==> config.mk <==
export PLATFORM = sky130hd
export DESIGN_NAME = kmt_cell
export DESIGN_NICKNAME = d
export VERILOG_FILES = /design/src/design/kmt_pkg.sv /design/src/design/kmt_cell.sv
export SDC_FILE = /design/constraint.sdc
export NUM_CORES = 1
export LEC_CHECK = 0
export ABC_AREA = 1
export BUFFER_PORTS_ARGS = -buffer_cell sky130_fd_sc_hd__clkbuf_2
export CAP_MARGIN = 20
export CORE_AREA = 5 5 177 179
export DETAILED_ROUTE_END_ITERATION = 10
export DIE_AREA = 0 0 182 184
export GPL_ROUTABILITY_DRIVEN = 1
export PLACE_DENSITY_LB_ADDON = 0.05
export SLEW_MARGIN = 40
export SYNTH_ARGS = -nofsm -noshare
export SYNTH_HDL_FRONTEND = slang
export SYNTH_SLANG_ARGS = --single-unit
==> constraint.sdc <==
create_clock -name clock -period 3.69 [get_ports clock]
set_input_delay 0.369 -clock clock [delete_from_list [all_inputs] [get_ports clock]]
set_output_delay 0.369 -clock clock [all_outputs]
set_load 0.02 [all_outputs]
==> src/design/kmt_pkg.sv <==
package kmt_pkg;

   localparam int KEY_W         = 64;
   localparam int AMOUNT_W      = 32;
   localparam int MAX_W         = 31;
   localparam int STAMP_W       = 64;
   localparam int ENTRIES_DEFAULT = 8;
   localparam int ENTRIES_MAX   = 64;
   // slot number fields are sized for the largest table supported
   localparam int SLOT_IDX_W    = $clog2(ENTRIES_MAX);

   typedef struct packed {
      logic        [KEY_W-1:0]    item_key;
      logic signed [AMOUNT_W-1:0] amount;
   } req_type;

   typedef struct packed {
      logic signed [AMOUNT_W-1:0] known_maximum;
      logic signed [AMOUNT_W-1:0] requested_amount;
   } rsp_type;

   // lookup state handed from cell to cell along the chain
   typedef struct packed {
      logic                  hit;
      logic                  empty;
      logic [SLOT_IDX_W-1:0] hit_slot;
      logic [SLOT_IDX_W-1:0] empty_slot;
      logic [SLOT_IDX_W-1:0] victim_slot;
      logic [MAX_W-1:0]      hit_max;
      logic [STAMP_W-1:0]    oldest;
   } sweep_type;

   // slot update broadcast to every cell
   typedef struct packed {
      logic                  en;
      logic                  miss;
      logic [SLOT_IDX_W-1:0] slot;
      logic [KEY_W-1:0]      key;
      logic [MAX_W-1:0]      value;
      logic [STAMP_W-1:0]    stamp;
   } write_type;

endpackage

==> src/design/kmt_cell.sv <==
module kmt_cell #(
   parameter int SLOT = 0
) (
   input  logic                        clock,
   input  logic                        reset,
   input  logic [kmt_pkg::KEY_W-1:0]   lookup_key,
   input  kmt_pkg::sweep_type          prev_sweep,
   output kmt_pkg::sweep_type          next_sweep,
   input  kmt_pkg::write_type          wr
);
   import kmt_pkg::*;

   logic [KEY_W-1:0]   key_ff,   key_in;
   logic [MAX_W-1:0]   max_ff,   max_in;
   logic [STAMP_W-1:0] stamp_ff, stamp_in;
   sweep_type          sweep_ff, sweep_in;
   logic               selected;

   assign selected = wr.en && (wr.slot == SLOT_IDX_W'(SLOT));

   // fold this slot into the lookup state; a hit upstream freezes it
   always_comb begin
      sweep_in = prev_sweep;
      if (!prev_sweep.hit) begin
         if (key_ff == lookup_key) begin
            sweep_in.hit      = 1'b1;
            sweep_in.hit_slot = SLOT_IDX_W'(SLOT);
            sweep_in.hit_max  = max_ff;
         end else if (key_ff == '0) begin
            sweep_in.empty      = 1'b1;
            sweep_in.empty_slot = SLOT_IDX_W'(SLOT);
         end else if (stamp_ff < prev_sweep.oldest) begin
            sweep_in.victim_slot = SLOT_IDX_W'(SLOT);
            sweep_in.oldest      = stamp_ff;
         end
      end
   end

   always_comb begin
      key_in   = key_ff;
      max_in   = max_ff;
      stamp_in = stamp_ff;
      if (selected) begin
         if (wr.miss) begin
            key_in = wr.key;
            max_in = wr.value;
         end else if (wr.value > max_ff) begin
            max_in = wr.value;
         end
         stamp_in = wr.stamp;
      end
   end

   always_ff @(posedge clock) begin
      if (reset) begin
         key_ff   <= '0;
         max_ff   <= '0;
         stamp_ff <= '0;
      end else begin
         key_ff   <= key_in;
         max_ff   <= max_in;
         stamp_ff <= stamp_in;
      end
   end

   always_ff @(posedge clock) begin
      sweep_ff <= sweep_in;
   end

   assign next_sweep = sweep_ff;

endmodule
Yosys cells after proc, flatten, opt, wreduce, memory -nomap -nowiden
Index checks and enable logic that the tools add are counted.

Flip-flop bits (word level): 274. Output and inout port bits: 115. Word-level logic and storage cells: 34. Input port bits: 348.

Mux-type cells: 15. Equal/unequal tests: 1. $lt $le $gt $ge: 2. Reduce and logical (&&, ||, !) cells: 6.

Operators with widths (count): $mux 64 (3); $mux 114 (1); $mux 31 (3); $eq 64x64->1 (1); $logic_not 64->1 (1); $lt 64x64->1 (1); $gt 31x31->1 (1); $mux 6 (4); $mux 12 (1); $logic_not 6->1 (1); $reduce_and 2->1 (2); $mux 1 (3); $reduce_bool 2->1 (1); $logic_and 1x1->1 (1).

Logic depth before layout (Yosys ltp)
Gate-level depths: netlist of run 1.

Depth after elaboration: 5. Gate-level depth with buffers: 17.

Worst setup path before layout of run 1
No wires, ideal clock.

Path kind: input to register. From: in prev_sweep[59] (netlist bit). To: reg sweep_ff (netlist bit next_sweep[10]). Setup time: 112 ps. Stages: 12. Path buffers: 1. Data required time: 3578 ps. Arrival: 1766 ps. Setup slack: 1812 ps. Path through: inv_1 ha_1 a21oi_1 o21ai_0 a21o_1 a21oi_1 nand2_1 nor2_4 nand2_8 buf_6 nand2_1 nand2_1.

RTL lines: start: declaration (RTL line kmt_cell.sv:7) `input kmt_pkg::sweep_type prev_sweep,`; end signal: assignment (RTL line kmt_cell.sv:67) `sweep_ff <= sweep_in;`; end: declaration (RTL line kmt_cell.sv:16) `sweep_type sweep_ff, sweep_in;`.

==> results.yml, run 1 <==
critical_path:
  cp.required_ns: 4.12
  arrival_ns: 2.85
  setup.worst_path.class: "register to register"
  worst_setup_path_start_kind: "register"
  end_kind: "register"
  crit_fanout: 64
grt:
  busiest_layer: "met2"
  grt_use_met1_pct: 26.05
  antenna_found_initial: 16
  track_usage_pct: 23.31
  use_met3_pct: 7.044
  grt_pass1_wl_um: 63210
  grt_overflow: 0
  grt_pass1_vias: 12470
  grt_max_degree: 92
  use_met2_pct: 41.95
cells_and_area:
  final_nets: 2761
  syn_to_final_growth_pct: 28.44
  drive_gt1_share_pct: 23.44
  fin_util_pct: 57.58
  nFillCells: 2886
yosys:
  ys_top_cells_by_count: "465 x nand2_1, 274 x dfxtp_1, 255 x nor2_1"
  synthArstFlopShare_pct: 0
  synthMostInstantiatedCell: "nand2_1"
  synth_cell_types: 32
  yosys_warnings: 0
  synth-edff-count: 0
  syn_area_um2: 13180
  synth.avg_cell_area_um2: 7.008
  yosysTopAreaCell: "dfxtp_1"
  ys_seq_elements: 274
  synth_top_area_share_pct: 41.61
  synthTopCellsByArea: "dfxtp_1 42%, nand2_1 13%, ha_1 8.9%"
  syn_nets: 2323
  syn_inst: 1881
  synth-main-ff-cell: "dfxtp_1"
  synth-seq-area-share_pct: 41.61
power:
  power_w: 0.007214
  power_density_nw_per_um2: 426.1
  cellLeakagePower_nw: 9.098
  ir_drop_v: 0.0002918
route:
  first_iter_violations: 490
  vias: 13100
  postRouteWirelength_um: 41390
  drt_drc_violations_left: 0
  drt-pass1-iter-count: 5
  antenna_left: 0
  routed_via_density: 4.776
  wl_per_cell_um: 15.08
sta:
  hold_viol: 0
  period_needed_ns: 2.415
  setup_viol: 0
  rsz0062_at_grt: "false"
  final.period_utilization_pct: 65.44
  fin_tns_setup_ns: 0
  fmax_mhz: 414.1
  max_slew_margin_pct: 50.83
  worstMarginPinSlew_ns: 0.7375
  drv_slew: 0
  fin_skew_ns: 0.01124
place:
  place_congestion: 0.8596
  port_buffers: 462
  dpl.hpwl_um: 31510
die:
  dieArea_um2: 33490
  design.core.area_um2: 29400
  start_util_pct: 44.83
  ios: 463
  die_height_um: 184
  rows: 63
  die_w_um: 182
clocking:
  ctsResizeCount: 0
  tritoncts.num_buffers: 31
  cts_hold_buf: 14
  cts_tree: "done"
  htree_levels: 1
  clkTransAtPathRegs_ns: 0.06
  clk_latency_ns: 0.55
  post_cts_buffers: 0
  clock-sinks: 274
  cts_buffer_depth: 3
  cts_root_buf: "clkbuf_16"
hold_path:
  holdCritPathClass: "input port to register"
outcome:
  outcome: "finished, final reports clean"
run:
  drv_cap: 0
## worst paths after layout
| path | from | cells after the start | endpoint | slack (ns) |
|---|---|---|---|---|
| setup / recovery | stamp_ff[59]$_SDFFE_PP0P_ | 10 | next_sweep[16]$_DFF_P_ | 1.28 |
| hold / removal | prev_sweep[85] | 3 | next_sweep[85]$_DFF_P_ | 0.02 |
| setup reg to reg | stamp_ff[59]$_SDFFE_PP0P_ | 10 | next_sweep[16]$_DFF_P_ | 1.28 |
| hold reg to reg | stamp_ff[0]$_SDFFE_PP0P_ | 2 | stamp_ff[0]$_SDFFE_PP0P_ | 0.47 |
## logic make-up after synthesis
group           share of synthesized area [%]
simple gates                            26.47
compound gates                          12.55
buf+inv                                 9.777
flops                                   41.61
fa+ha+maj                               8.923
xor+xnor                               0.6644
## sequential cells by signal, indices dropped and copies added, names as in the netlist
name / cells
key_ff: 64
stamp_ff: 64
next_sweep: 115
max_ff: 31
## area by class of cell
class                      instances  area (um2)  area share [%]
multi-input combinational       1290        6420           37.92
tap                              390       488.0           2.882
antenna                           12       30.03          0.1774
sequential                       274        5485           32.40
clock buffer                      46       932.1           5.506
inverter                         235       884.6           5.225
timing repair buffer             487        2560           15.12
clock inverter                    10       130.1          0.7686
## cell usage in the layout (no fill, tap or decap), types with 12 or more instances in the layout
cell and count:
nand2_1 464, clkbuf_2 462, dfxtp_1 274, nor2_1 255, inv_1 223, o21ai_0 162
a21oi_1 136, nand3_1 107, ha_1 94, clkbuf_16 31, nand4_1 15, dlygate4sd3_1 14
diode_2 12
## worst max-delay path, cell delays in order (launching register included)
cell	delay, ns
dfxtp_1	0.32
ha_1	0.29
a21oi_1	0.15
o21ai_0	0.11
a21o_1	0.18
a21oi_1	0.13
nand2_1	0.10
nor2_4	0.40
nand2_8	0.37
nand2_1	0.17
nand2_1	0.06
## stage by stage
stage / setup slack [ns] / hold WS, ns / cells / cell area (um2)
after detailed placement: 1.050 / 0.4585 / 2662 / 15700
after floorplan: 1.812 / 0.4439 / 1881 / 13180
after CTS: 1.255 / 0.00008671 / 2732 / 16900
final: 1.275 / 0.02397 / 2744 / 16930
after global placement: 1.053 / 0.4555 / 2662 / 15690
after global routing: 1.025 / 0.01303 / 2743 / 16930
## metal layers
| layer | wire length [um] | vias to the layer above |
|---|---|---|
| met2 | 20490 | 406 |
| met4 | 1227 | 10 |
| met5 | 71 | - |
| met1 | 15990 | 5771 |
| met3 | 3613 | 75 |
| li1 | - | 6842 |
## power breakdown
part | internal, W | total, W | switching (W)
registers | 0.00308 | 0.00313 | 0.0000484
clock network | 0.00194 | 0.00317 | 0.00123
logic | 0.000359 | 0.000912 | 0.000553
Note: power is estimated with default switching activity, not from simulation.
==> run 2: changes to the inputs <==
- clock period: 3.69 -> 2.5 ns (I/O delays scaled with it)
==> results.yml, run 2 (synthesis results as in run 1) <==
critical_path:
  cp.required_ns: 2.99
  path_depth: 14
  slowest_stage: "dlygate4sd3_1"
  end_kind: "register"
  endpoint: "next_sweep[7]$_DFF_P_"
  critPathTopFamily: "buffers and inverters"
  cpMostUsedCell: "nand2_1"
  worst_setup_path_start_kind: "input port"
  crit_fanout: 23
  crit_chain: "dlygate4sd3_1 -> clkbuf_2 -> inv_1 -> ha_1 -> a21oi_1 -> o21ai_0 -> nand2_1 -> nand3_1 -> a21oi_1 -> nand2_1 -> nor2_4 -> buf_4 -> nand3_1 -> nand2_1"
  reg2reg_depth: 11
  max_stage_delay_ns: 0.52
  rr_startpoint: "stamp_ff[51]$_SDFFE_PP0P_"
  path_buf_inv: 4
  arrival_ns: 2.84
  setup.worst_path.class: "input port to register"
  rrSetupSlack_ns: 0.21
  r2r_end: "next_sweep[7]$_DFF_P_"
  cp-startpoint: "prev_sweep[51]"
power:
  power_w: 0.01064
  cellLeakagePower_nw: 10.08
  ir_drop_v: 0.0005702
  power_density_nw_per_um2: 551.7
sta:
  drv_slew: 0
  hold-worst-slack_ns: 0.01689
  fin_tns_setup_ns: 0
  setup_viol: 0
  max_slew_margin_pct: 50.63
  worstMarginPinSlew_ns: 0.7405
  rsz0062_at_grt: "false"
  period_needed_ns: 2.345
  fmax_mhz: 426.4
  final.period_utilization_pct: 93.80
  fin_skew_ns: 0.01203
  hold_viol: 0
die:
  dieArea_um2: 33490
  die_w_um: 182
  die_height_um: 184
  ios: 463
  rows: 63
  design.core.area_um2: 29400
  start_util_pct: 44.83
grt:
  grt_pass1_vias: 14030
  antenna_found_initial: 5
  grt_pass1_wl_um: 69390
  grt_overflow: 0
  grt_max_degree: 95
  track_usage_pct: 25.09
route:
  vias: 14250
  drt-pass1-iter-count: 7
  first_iter_violations: 648
  wl_per_cell_um: 14.99
  antenna_left: 0
  drt_drc_violations_left: 0
  postRouteWirelength_um: 44660
  routed_via_density: 4.782
clocking:
  tritoncts.num_buffers: 30
  clock-sinks: 274
  post_cts_buffers: 0
  cts_tree: "done"
  cts_buffer_depth: 3
  htree_levels: 1
  clkTransAtPathRegs_ns: 0.06
  cts_root_buf: "clkbuf_16"
  clk_latency_ns: 0.55
hold_path:
  holdCritStartpoint: "wr[127]"
  holdCritPathClass: "input port to register"
outcome:
  outcome: "finished, final reports clean"
run:
  drv_cap: 0
cells_and_area:
  largest_reg_flops: 115
  most-common-layout-cells: "464 x nand2_1, 462 x clkbuf_2, 274 x dfxtp_1"
  drive_gt1_share_pct: 21.39
  final_common_cell: "nand2_1"
  syn_to_final_growth_pct: 46.32
  final_nets: 3006
place:
  place_congestion: 0.8437
  port_buffers: 462
  dpl.hpwl_um: 32000
==> run 2: cell types whose count changed in the layout (fill, tap and decap cells not counted), sizes merged <==
cell / change
clkinv: +1
buf: +7
nand2: +1
clkbuf: -2
bufinv: -2
diode: -8
dlygate4sd3: +238
==> run 2: how the worst min path moves through the flow <==
stage	end	slack (ns)	cells past startpoint
detailed placement	next_sweep[101]$_DFF_P_	0.44	3
finish	key_ff[32]$_SDFFE_PP0P_	0.02	3
global route	stamp_ff[33]$_SDFFE_PP0P_	0.007	3
floorplan	next_sweep[113]$_DFF_P_	0.34	2
global placement	next_sweep[113]$_DFF_P_	0.43	3
CTS	stamp_ff[33]$_SDFFE_PP0P_	0.002	3
==> run 2: metrics by stage <==
stage          area, um2  setup WS (ns)  util, %  std cells
2_1_floorplan      13180         0.7231        -       1881
3_3_place_gp       15770         0.2125    53.64       2669
3_5_place_dp       15770         0.1542    53.64       2669
4_1_cts            19250         0.1892    65.48       2974
5_1_grt            19290       0.001803    65.60       2979
6_report           19290         0.1549    65.60       2979
==> run 2: power breakdown <==
part | switching, W | internal (W) | leakage, nW
Clock | 0.00178 | 0.00253 | 0.471
Combinational | 0.000919 | 0.000783 | 7.36
Sequential | 0.0000712 | 0.00455 | 2.25
==> run 2: final cells by class <==
cell class | count | area (um2)
multi-input combinational | 1291 | 6440
clock inverter | 9 | 75.07
tap | 390 | 488.0
inverter | 235 | 884.6
clock buffer | 44 | 884.6
timing repair buffer | 732 | 5020
fill | 2548 | 10110
antenna | 4 | 10.01
sequential | 274 | 5485
==> run 2: tightest hold or removal path, cell delays in order <==
cell	delay, ns
clkbuf_2	0.09
o21ai_0	0.08
a21oi_1	0.10
==> run 2: metal layers <==
metal	wire (um)	track usage, %	up-vias
met4	1609	8.646	2
met2	22050	45.91	489
met5	20	0	-
met3	3077	4.887	113
li1	-	-	7324
met1	17910	29.31	6318
==> run 2: repair_timing <==
item | in CTS | in global routing
endpoints found under the hold margin | 252 | 0
endpoints found under the setup margin | 0 | 63
hold buffers | 252 | 0
gates resized for setup | 0 | 2
==> run 3: changes to the inputs <==
- CORE_AREA: 5 5 177 179 -> 2 2 179 181
- DIE_AREA: 0 0 182 184 -> 0 0 181 183
==> results.yml, run 3 (synthesis results as in run 1) <==
cells_and_area:
  drive_gt1_share_pct: 22.34
  final_nets: 2917
  final_common_cell: "nand2_1"
  largest_reg_flops: 115
  design_area_um2: 18610
  nFillCells: 2967
  most-common-layout-cells: "464 x nand2_1, 462 x clkbuf_2, 274 x dfxtp_1"
  syn_to_final_growth_pct: 41.21
clocking:
  cts_buffer_depth: 3
  clk_latency_ns: 0.50
  htree_levels: 2
  cts_tree: "done"
  clkTransAtPathRegs_ns: 0.06
  tritoncts.num_buffers: 34
  clock-sinks: 274
  cts_root_buf: "clkbuf_16"
route:
  routed_via_density: 4.760
  postRouteWirelength_um: 43030
  first_iter_violations: 701
  drt_drc_violations_left: 0
  antenna_left: 0
  wl_per_cell_um: 14.79
  drt-pass1-iter-count: 5
  vias: 13850
die:
  ios: 463
  die_w_um: 181
  design.core.area_um2: 31230
  dieArea_um2: 33120
  start_util_pct: 42.21
  rows: 65
  die_height_um: 183
critical_path:
  rr_startpoint: "max_ff[22]$_SDFFE_PP0P_"
  reg2reg_depth: 12
  worst_setup_path_start_kind: "input port"
  cp.required_ns: 2.89
  setup.worst_path.class: "input port to register"
  crit_fanout: 38
  rrSetupSlack_ns: 0.37
  end_kind: "register"
  arrival_ns: 2.64
  r2r_end: "max_ff[22]$_SDFFE_PP0P_"
place:
  port_buffers: 462
  dpl_cell_area_um2: 15800
  dpl.hpwl_um: 30190
  place_congestion: 0.8310
run:
  drv_cap: 0
sta:
  drv_slew: 0
  hold_viol: 0
  fin_skew_ns: 0.008064
  period_needed_ns: 2.247
  fin_tns_setup_ns: 0
  setup_viol: 0
  fmax_mhz: 445.0
  final.period_utilization_pct: 89.89
  hold-worst-slack_ns: 0.01424
  max_slew_margin_pct: 48.21
  worstMarginPinSlew_ns: 0.7769
  rsz0062_at_grt: "false"
power:
  power_density_nw_per_um2: 600.3
  cellLeakagePower_nw: 9.819
  power_w: 0.01117
  ir_drop_v: 0.0006162
grt:
  grt_pass1_vias: 13560
  grt_max_degree: 100
  track_usage_pct: 25.07
  antenna_found_initial: 12
  grt_pass1_wl_um: 67250
  grt_overflow: 0
hold_path:
  holdCritStartpoint: "wr[4]"
  holdPathEnd: "stamp_ff[4]$_SDFFE_PP0P_"
  whs_path_depth: 3
  holdCritPathClass: "input port to register"
outcome:
  outcome: "finished, final reports clean"
## run 3: changes by cell type in the layout (fill, tap and decap cells not counted), moves of 2 or more
| cell | delta |
|---|---|
| clkinv_2 | -3 |
| clkbuf_8 | +4 |
| clkbuf_16 | +6 |
| buf_12 | +3 |
| dlygate4sd3_1 | -93 |
| buf_6 | +2 |
| buf_4 | -5 |
| diode_2 | +6 |
## run 3: layout make-up
type                    count  area, um2  share of cell area, %
well taps                 402      503.0                  2.702
flip-flops and latches    274       5485                  29.47
clock buffers              54       1090                  5.855
repair buffers            639       4134                  22.21
multi-input cells        1291       6440                  34.60
inverters                 235      884.6                  4.752
diodes                     10      25.02                 0.1344
clock inverters             5      52.55                 0.2823
## run 3: critical path, cell delays in order
cell and delay, ns:
dlygate4sd3_1 0.55, clkbuf_2 0.12, inv_1 0.05, ha_1 0.29
nand2_1 0.07, nor2_1 0.13, nand3_1 0.12, nor3_1 0.27
and3_1 0.25, nand2_4 0.14, buf_12 0.21, nand3_1 0.11
nand2_1 0.06
## run 3: worst max-delay path by stage
stage,from,to,slack (ns),cells after the start
4_1_cts,prev_sweep[31],next_sweep[19]$_DFF_P_,0.13,14
5_1_grt,prev_sweep[51],next_sweep[13]$_DFF_P_,0.03,15
2_1_floorplan,stamp_ff[59]$_SDFFE_PP0P_,next_sweep[10]$_DFF_P_,0.72,11
3_3_place_gp,prev_sweep[31],next_sweep[63]$_DFF_P_,0.24,13
6_report,prev_sweep[63],next_sweep[20]$_DFF_P_,0.25,13
3_5_place_dp,prev_sweep[31],next_sweep[19]$_DFF_P_,0.16,13
## run 3: what timing repair did
action / CTS / global route
setup buffers: 0 / 1
gates resized for setup: 0 / 4
endpoints found under the hold margin: 159 / 0
hold buffers: 159 / 0
setup endpoints to repair: 0 / 64
## run 3: per-stage QoR
step                worst slack, ns  std cells  utilization (%)
finish                       0.2528       2910            59.60
global route                0.03053       2908            59.59
CTS                          0.1322       2898            59.36
detailed placement           0.1595       2680            50.60
global placement             0.2389       2680            50.60
floorplan                    0.7231       1881                -
## run 3: per-layer routing
| layer | global-route usage [%] | share of wire [%] | vias to the layer above |
|---|---|---|---|
| met2 | 44.15 | 48 | 413 |
| met1 | 28.76 | 41 | 6165 |
| li1 | - | - | 7166 |
| met5 | 0 | 0.067 | - |
| met4 | 11.02 | 4.2 | 4 |
| met3 | 6.473 | 6.7 | 104 |
## run 3: where the power goes
part	switching [W]	internal, W	leakage (nW)
clock	0.00188	0.00308	0.562
combinational	0.000887	0.000701	7.01
sequential	0.0000694	0.00455	2.25
total	0.00284	0.00834	9.82
